### config.mk
export PLATFORM = sky130hd
export DESIGN_NAME = miller_rabin_witness
export DESIGN_NICKNAME = d
export VERILOG_FILES = /design/src/sv/mrw_pkg.sv /design/src/sv/mrw_ctrl.sv /design/src/sv/mrw_dp.sv /design/src/sv/miller_rabin_witness.sv
export SDC_FILE = /design/constraint.sdc
export NUM_CORES = 1
export LEC_CHECK = 0
export BUFFER_PORTS_ARGS = -buffer_cell sky130_fd_sc_hd__clkbuf_2
export CORE_MARGIN = 2
export CORE_UTILIZATION = 35
export DETAILED_ROUTE_END_ITERATION = 12
export PLACE_DENSITY = 0.52
export SLEW_MARGIN = 40
export SYNTH_ARGS = -nofsm -noshare
export SYNTH_HDL_FRONTEND = slang
export SYNTH_SLANG_ARGS = --single-unit
### constraint.sdc
create_clock -name clk_i -period 23 [get_ports clk_i]
set_clock_uncertainty 0.15 [all_clocks]
set_input_delay 5.75 -clock clk_i [delete_from_list [all_inputs] [get_ports clk_i]]
set_output_delay 5.75 -clock clk_i [all_outputs]
set_load 0.01 [all_outputs]
### src/sv/mrw_pkg.sv
// Shared types and constants for the Miller-Rabin witness block.
package mrw_pkg;
  localparam int unsigned WordBits = 32;
  localparam int unsigned CntBits = $clog2(WordBits + 1);

  typedef logic [WordBits-1:0] word_t;

  typedef enum logic [3:0] {
    ST_IDLE,
    ST_REDUCE,
    ST_STRIP,
    ST_MUL,
    ST_POWSTEP,
    ST_CHECK,
    ST_SQLOOP,
    ST_DONE
  } state_e;

  // Which product the shared modular multiplier forms.
  typedef enum logic [1:0] {
    MUL_ACC_SQ,
    MUL_SQ_SQ,
    MUL_X_X
  } mul_sel_e;

  typedef struct packed {
    logic     load;
    logic     red_start;
    logic     red_step;
    logic     strip_step;
    logic     mul_start;
    logic     mul_step;
    mul_sel_e mul_sel;
    logic     mul_done_acc;
    logic     exp_shift;
    logic     sq_count;
  } cmd_t;

  typedef struct packed {
    logic cand_small;
    logic red_last;
    logic u_even;
    logic mul_last;
    logic e_zero;
    logic e_lsb;
    logic x_one;
    logic x_nm1;
    logic t_zero;
  } sts_t;
endpackage

### src/sv/mrw_ctrl.sv
// Sequencer for the Miller-Rabin round.
module mrw_ctrl (
  input  logic           clk_i,
  input  logic           rst_ni,
  input  logic           start_i,
  input  logic           out_free_i,
  input  mrw_pkg::sts_t  sts_i,
  output mrw_pkg::cmd_t  cmd_o,
  output logic           idle_o,
  output logic           done_o,
  output logic           comp_o,
  output logic           inv_o
);
  import mrw_pkg::*;

  state_e   state_q, state_d;
  mul_sel_e sel_q, sel_d;
  logic     comp_q, comp_d, inv_q, inv_d;

  always_ff @(posedge clk_i or negedge rst_ni) begin
    if (!rst_ni) begin
      state_q <= ST_IDLE;
      sel_q   <= MUL_ACC_SQ;
      comp_q  <= 1'b0;
      inv_q   <= 1'b0;
    end else begin
      state_q <= state_d;
      sel_q   <= sel_d;
      comp_q  <= comp_d;
      inv_q   <= inv_d;
    end
  end

  always_comb begin
    state_d = state_q;
    sel_d   = sel_q;
    comp_d  = comp_q;
    inv_d   = inv_q;
    case (state_q)
      ST_IDLE: if (start_i) state_d = ST_REDUCE;
      ST_REDUCE: begin
        if (sts_i.cand_small) begin
          inv_d = 1'b1; comp_d = 1'b0; state_d = ST_DONE;
        end else if (sts_i.red_last) begin
          inv_d = 1'b0; state_d = ST_STRIP;
        end
      end
      ST_STRIP: if (!sts_i.u_even) state_d = ST_POWSTEP;
      ST_POWSTEP: begin
        if (sts_i.e_zero) begin
          state_d = ST_CHECK;
        end else begin
          sel_d   = sts_i.e_lsb ? MUL_ACC_SQ : MUL_SQ_SQ;
          state_d = ST_MUL;
        end
      end
      ST_MUL: begin
        if (sts_i.mul_last) begin
          if (sel_q == MUL_ACC_SQ) begin
            sel_d = MUL_SQ_SQ;
          end else if (sel_q == MUL_SQ_SQ) begin
            state_d = ST_POWSTEP;
          end else begin
            state_d = ST_SQLOOP;
          end
        end
      end
      ST_CHECK: begin
        if (sts_i.x_one) begin
          comp_d = 1'b0; state_d = ST_DONE;
        end else begin
          state_d = ST_SQLOOP;
        end
      end
      ST_SQLOOP: begin
        if (sts_i.t_zero) begin
          comp_d = 1'b1; state_d = ST_DONE;
        end else if (sts_i.x_nm1) begin
          comp_d = 1'b0; state_d = ST_DONE;
        end else begin
          sel_d = MUL_X_X; state_d = ST_MUL;
        end
      end
      ST_DONE: if (out_free_i) state_d = ST_IDLE;
      default: state_d = ST_IDLE;
    endcase
  end

  always_comb begin
    cmd_o = '0;
    cmd_o.mul_sel = sel_q;
    case (state_q)
      ST_IDLE: begin
        cmd_o.load = start_i;
        cmd_o.red_start = start_i;
      end
      ST_REDUCE: cmd_o.red_step = 1'b1;
      ST_STRIP:  cmd_o.strip_step = sts_i.u_even;
      ST_POWSTEP: if (!sts_i.e_zero) begin
        // pick the operands of the product that starts now
        cmd_o.mul_start = 1'b1;
        cmd_o.mul_sel   = sts_i.e_lsb ? MUL_ACC_SQ : MUL_SQ_SQ;
      end
      ST_MUL: begin
        cmd_o.mul_step = 1'b1;
        if (sts_i.mul_last) begin
          cmd_o.mul_done_acc = 1'b1;
          if (sel_q == MUL_ACC_SQ) cmd_o.mul_start = 1'b1;
          if (sel_q == MUL_SQ_SQ) cmd_o.exp_shift = 1'b1;
        end
      end
      ST_SQLOOP: if (!sts_i.t_zero && !sts_i.x_nm1) begin
        cmd_o.mul_start = 1'b1;
        cmd_o.mul_sel   = MUL_X_X;
        cmd_o.sq_count  = 1'b1;
      end
      default: ;
    endcase
  end

  assign idle_o = (state_q == ST_IDLE);
  assign done_o = (state_q == ST_DONE);
  assign comp_o = comp_q;
  assign inv_o  = inv_q;
endmodule

### src/sv/mrw_dp.sv
// Datapath: base reduction, exponent split and shift-and-add modular multiplier.
module mrw_dp (
  input  logic            clk_i,
  input  mrw_pkg::word_t  cand_i,
  input  mrw_pkg::word_t  base_i,
  input  mrw_pkg::cmd_t   cmd_i,
  output mrw_pkg::sts_t   sts_o
);
  import mrw_pkg::*;

  word_t n_q, a_q, e_q, acc_q, sq_q;
  word_t rem_q, m_q, p_q, px_q, py_q;
  logic [CntBits-1:0] bit_q, t_q;

  // (x + y) mod n for x, y < n
  function automatic word_t add_mod(word_t x, word_t y, word_t n);
    word_t room;
    room = n - y;
    return (x >= room) ? (x - room) : (x + y);
  endfunction

  // One restoring-division step of a mod n; the shifted value needs one extra bit.
  logic [WordBits:0] rem_sh;
  assign rem_sh = {rem_q, a_q[WordBits-1 - bit_q[CntBits-2:0]]};

  word_t p_dbl, p_nxt, mx, my;
  assign p_dbl = add_mod(p_q, p_q, n_q);
  assign p_nxt = py_q[WordBits-1] ? add_mod(p_dbl, px_q, n_q) : p_dbl;

  always_comb begin
    case (cmd_i.mul_sel)
      MUL_ACC_SQ: begin mx = sq_q; my = acc_q; end
      MUL_SQ_SQ:  begin mx = sq_q; my = sq_q;  end
      default:    begin mx = acc_q; my = acc_q; end
    endcase
  end

  always_ff @(posedge clk_i) begin
    if (cmd_i.load) begin
      n_q <= cand_i;
      a_q <= base_i;
      t_q <= '0;
    end
    if (cmd_i.red_start) begin
      rem_q <= '0;
      bit_q <= '0;
    end
    if (cmd_i.red_step) begin
      rem_q <= (rem_sh >= {1'b0, n_q}) ? word_t'(rem_sh - {1'b0, n_q})
                                        : rem_sh[WordBits-1:0];
      bit_q <= bit_q + 1'b1;
      if (sts_o.red_last) begin
        e_q   <= n_q - 1'b1;
        acc_q <= word_t'(1);
      end
    end
    if (cmd_i.strip_step) begin
      e_q <= e_q >> 1;
      t_q <= t_q + 1'b1;
    end
    if (cmd_i.red_step && sts_o.red_last) begin
      // sq holds the reduced base once the last step lands
      sq_q <= (rem_sh >= {1'b0, n_q}) ? word_t'(rem_sh - {1'b0, n_q})
                                       : rem_sh[WordBits-1:0];
    end
    if (cmd_i.mul_step && cmd_i.mul_done_acc) begin
      case (cmd_i.mul_sel)
        MUL_SQ_SQ: sq_q  <= p_nxt;
        default:   acc_q <= p_nxt;
      endcase
    end
    if (cmd_i.mul_start) begin
      p_q  <= '0;
      m_q  <= '0;
      if (cmd_i.mul_step) begin
        // acc*sq just finished; next product is sq*sq
        px_q <= sq_q;
        py_q <= sq_q;
      end else begin
        px_q <= mx;
        py_q <= my;
      end
    end else if (cmd_i.mul_step) begin
      p_q  <= p_nxt;
      py_q <= py_q << 1;
      m_q  <= m_q + 1'b1;
    end
    if (cmd_i.exp_shift) e_q <= e_q >> 1;
    if (cmd_i.sq_count)  t_q <= t_q - 1'b1;
  end

  assign sts_o.cand_small = (n_q < word_t'(3));
  assign sts_o.red_last   = (bit_q == CntBits'(WordBits - 1));
  assign sts_o.u_even     = ~e_q[0];
  assign sts_o.mul_last   = (m_q == word_t'(WordBits - 1));
  assign sts_o.e_zero     = (e_q == '0);
  assign sts_o.e_lsb      = e_q[0];
  assign sts_o.x_one      = (acc_q == word_t'(1));
  assign sts_o.x_nm1      = (acc_q == n_q - 1'b1);
  assign sts_o.t_zero     = (t_q == '0);
endmodule

### src/sv/miller_rabin_witness.sv
// Top level of the Miller-Rabin witness round.
// One round per word: the base is reduced mod n by a bit-serial divider, factors of
// two are stripped from n-1 (one per cycle), then a^u mod n and up to t squarings run
// on one shift-and-add modular multiplier, one product at a time. A 32-bit candidate
// needs at most 63 products; candidates below 3 finish as invalid without the
// reduction. One word is in flight at a time; the result is held until taken on the
// master side.
module miller_rabin_witness (
  input  logic        clk_i,
  input  logic        rst_ni,
  input  logic        s_axis_tvalid,
  output logic        s_axis_tready,
  input  logic [63:0] s_axis_tdata,   // [31:0] candidate, [63:32] base
  output logic        m_axis_tvalid,
  input  logic        m_axis_tready,
  output logic [7:0]  m_axis_tdata    // [0] composite, [1] invalid, [7:2] zero
);
  import mrw_pkg::*;

  cmd_t cmd;
  sts_t sts;
  logic idle, done, comp, inv, start;

  assign start = s_axis_tvalid && idle;
  assign s_axis_tready = idle;

  mrw_ctrl u_ctrl (
    .clk_i, .rst_ni, .start_i(start), .out_free_i(m_axis_tready),
    .sts_i(sts), .cmd_o(cmd), .idle_o(idle), .done_o(done),
    .comp_o(comp), .inv_o(inv)
  );

  mrw_dp u_dp (
    .clk_i, .cand_i(s_axis_tdata[31:0]), .base_i(s_axis_tdata[63:32]),
    .cmd_i(cmd), .sts_o(sts)
  );

  assign m_axis_tvalid = done;
  assign m_axis_tdata  = {6'b0, inv, comp};

  a_one_side: assert property (@(posedge clk_i) disable iff (!rst_ni)
    !(s_axis_tready && m_axis_tvalid)) else $error("accept while result pending");
  a_inv_comp: assert property (@(posedge clk_i) disable iff (!rst_ni)
    m_axis_tvalid |-> !(m_axis_tdata[0] && m_axis_tdata[1]))
    else $error("invalid and composite both set");
  a_ret_idle: assert property (@(posedge clk_i) disable iff (!rst_ni)
    (m_axis_tvalid && m_axis_tready) |=> s_axis_tready)
    else $error("not idle after result taken");
endmodule

==> load_flow_metrics.sql <==
INSERT INTO impl_metrics (metric_group, metric, value, unit) VALUES
('status', 'status', 'completed', ''),
('timing', 'post-route-period-util', '49.0', '%'),
('logic_synthesis', 'syn_inst_count', '3005', ''),
('cts', 'h-tree-depth', '2', ''),
('cts', 'cts_root_buffer', 'sky130_fd_sc_hd__clkbuf_16', ''),
('layout', 'filler_cell_count', '7560', ''),
('layout', 'nets', '3278', ''),
('cts', 'post_cts_resized', '0', ''),
('setup_path', 'worst-endpoint-required', '23.24', 'ns'),
('setup_path', 'critical_path.slowest_cell', 'sky130_fd_sc_hd__a211oi_2', ''),
('drt', 'starting_drt_drc_count', '1862', ''),
('logic_synthesis', 'synth_sequential_area_ratio', '33.8', '%'),
('cts', 'tritoncts.num_buffers', '37', ''),
('logic_synthesis', 'yosysWarnings', '0', ''),
('setup_path', 'cp_data_arrival_time', '11.52', 'ns'),
('layout', 'drive_above_1_share', '9.35', '%'),
('global_route', 'grt_use_total', '21.7', '%'),
('floorplan', 'die_h', '277', 'um'),
('setup_path', 'cp-start-kind', 'flop', ''),
('logic_synthesis', 'number_of_enable_type_register_cells_in_the_synthesized_netlist', '203', ''),
('job', 'number_of_max_capacitance_violations_reported', '0', ''),
('drt', 'via_per_inst', '5.62', ''),
('cts', 'worstSkewPairLatency', '0.54', 'ns'),
('logic_synthesis', 'synth_area', '26200', 'um^2'),
('floorplan', 'rows', '100', ''),
('logic_synthesis', 'post_synth.cell_area_avg', '8.71', 'um^2'),
('timing', 'max_slew.worst_pin.slew', '0.967', 'ns'),
('timing', 'slew_headroom', '34.9', '%'),
('floorplan', 'floorplan.die_area', '77000', 'um^2'),
('layout', 'synthesis_to_layout_area_growth', '9.49', '%'),
('setup_path', 'maximum_cell_stage_delay_along_the_critical_path', '0.73', 'ns'),
('placed_design', 'place.detailed.hpwl', '67.4', 'mm'),
('global_route', 'grt_remaining_overflow', '0', ''),
('floorplan', 'initial_utilization', '35.3', '%'),
('floorplan', 'ios', '78', ''),
('drt', 'detail_route.wl_per_cell', '21.2', 'um'),
('logic_synthesis', 'number_of_storage_elements_in_the_synthesis_netlist', '339', ''),
('timing', 'maxClockFrequency', '88.7', 'MHz'),
('setup_path', 'path_common_cell', 'sky130_fd_sc_hd__a21oi_1', ''),
('cts', 'clock-sinks', '339', ''),
('logic_synthesis', 'synthArstFlopShare', '2.06', '%'),
('cts', 'cts_tree', 'done', ''),
('timing', 'final_max_slew_viol_count', '0', ''),
('setup_path', 'path_class', 'reg -> reg', ''),
('setup_path', 'type_of_element_capturing_the_critical_path', 'flop', ''),
('cts', 'post-cts-setup-buffer-count', '0', ''),
('cts', 'cts.path.max_buffers', '3', ''),
('timing', 'fin_crit', '11.27', 'ns'),
('timing', 'setup_violations', '0', ''),
('logic_synthesis', 'primary_ff_master_synth', 'sky130_fd_sc_hd__edfxtp_1', ''),
('setup_path', 'cp_max_fo', '27', ''),
('floorplan', 'floorplan.core_area', '74200', 'um^2'),
('timing', 'grt_setup_unrepaired', 'no', ''),
('drt', 'antenna_violating_nets_post_route', '0', ''),
('drt', 'wl', '85.1', 'mm'),
('global_route', 'vias_in_the_first_global_route', '21900', ''),
('global_route', 'grt_start_max_net_pins', '103', ''),
('drt', 'drc', '0', ''),
('placed_design', 'gp_routability_congestion', '0.952', ''),
('cts', 'clk_pin_slew_worst_paths', '0.06', 'ns'),
('min_path', 'min-delay-path-class', 'reg -> reg', ''),
('drt', 'drt-pass1-iter-count', '7', ''),
('global_route', 'wire_length_of_the_first_global_routing_pass', '131', 'mm'),
('global_route', 'grt_antenna_before_repair', '0', ''),
('floorplan', 'dieWidth', '277', 'um'),
('timing', 'final.setup.tns', '0', 'ns'),
('logic_synthesis', 'yosysUniqueCellTypes', '106', ''),
('timing', 'final_hold_violation_count', '0', ''),
('cts', 'ctsHoldBuffers', '0', ''),
('placed_design', 'placement.io_buffers', '71', ''),
('drt', 'detailroute.via_count', '22600', '');
## sequential cells by signal (all words and copies together), names as in the netlist, 2 cells and up
register and count:
u_dp.a_q 32, u_dp.acc_q 32, u_dp.e_q 32, u_dp.m_q 32, u_dp.n_q 32, u_dp.p_q 32, u_dp.px_q 32, u_dp.py_q 32
u_dp.rem_q 32, u_dp.sq_q 32, u_dp.bit_q 6, u_dp.t_q 6, u_ctrl.state_q 3, u_ctrl.sel_q 2
## layer usage
metal | routed length, um | track usage [%]
met4 | 2850 | 7.11
met5 | 0 | 0
met1 | 41500 | 32.1
met2 | 36100 | 33.2
met3 | 4640 | 1.79
## synth_stat cells (43+ instances only)
| cell | instances | area share [%] |
|---|---|---|
| sky130_fd_sc_hd__nand3_1 | 112 | 2.1 |
| sky130_fd_sc_hd__nand2_1 | 254 | 3.6 |
| sky130_fd_sc_hd__a21o_1 | 78 | 2.2 |
| sky130_fd_sc_hd__clkbuf_1 | 71 | 1.0 |
| sky130_fd_sc_hd__nor2_1 | 279 | 4.0 |
| sky130_fd_sc_hd__mux2_2 | 43 | 1.9 |
| sky130_fd_sc_hd__xnor2_1 | 161 | 5.4 |
| sky130_fd_sc_hd__edfxtp_1 | 203 | 23 |
| sky130_fd_sc_hd__o21ai_0 | 191 | 3.7 |
| sky130_fd_sc_hd__nor3_1 | 55 | 1.1 |
| sky130_fd_sc_hd__mux2i_1 | 66 | 2.5 |
| sky130_fd_sc_hd__o211ai_1 | 43 | 1.2 |
| sky130_fd_sc_hd__ha_1 | 185 | 8.8 |
| sky130_fd_sc_hd__inv_1 | 171 | 2.5 |
| sky130_fd_sc_hd__a21oi_1 | 221 | 4.2 |
| sky130_fd_sc_hd__dfxtp_1 | 129 | 9.9 |
| sky130_fd_sc_hd__xor2_1 | 101 | 3.4 |
| sky130_fd_sc_hd__nand4_1 | 47 | 1.1 |
## per-stage QoR
stage	instance area, um^2	hold WS, ns	cells	utilization, %	setup slack (ns)
after floorplan	26200	0.298	3010	-	13.85
after global placement	27400	0.313	3951	36.9	11.55
after detailed placement	27400	0.330	3951	37.0	11.74
after CTS	28600	0.340	4018	38.6	11.72
after global routing	28600	0.375	4018	38.6	10.89
final	28600	0.338	4019	38.6	11.73
## layout make-up
class	count	area [um^2]	area share, %
inverters	173	649	2.27
multi-input cells	2378	16200	56.7
flip-flops and latches	339	8850	30.9
diodes	1	2.50	0.00874
clock inverters	18	130	0.454
clock buffers	49	1050	3.67
well taps	969	1210	4.23
repair buffers	92	517	1.80
## layout by cell type, fill, tap and decap left out, types with 20 or more instances in the layout
cell type	n
sky130_fd_sc_hd__nor2_1	276
sky130_fd_sc_hd__nand2_1	252
sky130_fd_sc_hd__a21oi_1	221
sky130_fd_sc_hd__edfxtp_1	203
sky130_fd_sc_hd__o21ai_0	190
sky130_fd_sc_hd__ha_1	185
sky130_fd_sc_hd__inv_1	170
sky130_fd_sc_hd__xnor2_1	160
sky130_fd_sc_hd__dfxtp_1	129
sky130_fd_sc_hd__nand3_1	111
sky130_fd_sc_hd__xor2_1	101
sky130_fd_sc_hd__a21o_1	78
sky130_fd_sc_hd__clkbuf_2	71
sky130_fd_sc_hd__mux2i_1	66
sky130_fd_sc_hd__nor3_1	54
sky130_fd_sc_hd__nand4_1	47
sky130_fd_sc_hd__o211ai_1	43
sky130_fd_sc_hd__mux2_2	43
sky130_fd_sc_hd__nor4_1	39
sky130_fd_sc_hd__clkbuf_16	38
sky130_fd_sc_hd__nand2b_1	34
sky130_fd_sc_hd__and3_1	33
sky130_fd_sc_hd__o21bai_1	31
sky130_fd_sc_hd__a31oi_1	31
sky130_fd_sc_hd__a211oi_1	31
sky130_fd_sc_hd__nor2b_1	24
sky130_fd_sc_hd__or3_1	22
sky130_fd_sc_hd__o22ai_1	21
sky130_fd_sc_hd__and2_1	20
sky130_fd_sc_hd__buf_4	20
## path summary, 6_finish.rpt
| kind | from | to | slack (ns) | cells past startpoint |
|---|---|---|---|---|
| max in group asynchronous | rst_ni | u_ctrl.sel_q[1] | 17.63 | 1 |
| worst max register to register | u_dp.n_q[0] | u_dp.p_q[16] | 11.73 | 39 |
| worst min-delay path | u_dp.p_q[15] | u_dp.p_q[15] | 0.34 | 2 |
| worst max-delay path | u_dp.n_q[0] | u_dp.p_q[16] | 11.73 | 39 |
| min in group asynchronous | rst_ni | u_ctrl.sel_q[0] | 4.89 | 1 |
| worst min register to register | u_dp.p_q[15] | u_dp.p_q[15] | 0.34 | 2 |
## kinds of logic (layout without fill, tap and decap cells)
kind of cell	after synthesis	in the layout	synth area share (%)
flops	339	339	33.8
simple gates	970	970	17.6
compound gates	826	826	20.6
xor+xnor	262	262	8.77
buf+inv	293	332	4.52
other cells	1	7	0.0143
mux	119	119	5.24
fa+ha+maj	195	195	9.39
## worst max-delay path, delay by kind of cell (launching register included)
kind,cells,cell delay (ns)
adder cells (fa/ha/maj),4,1.31
XOR/XNOR,1,0.09
multiplexers,1,0.28
buffers and inverters,2,0.32
AO/OA/AOI/OAI,19,5.17
AND/OR/NAND/NOR,12,3.27
flip-flops,1,0.52
Power is left out: the tool's default activity adds up to more than one toggle a clock period on the data nets, which glitch-free logic cannot reach.
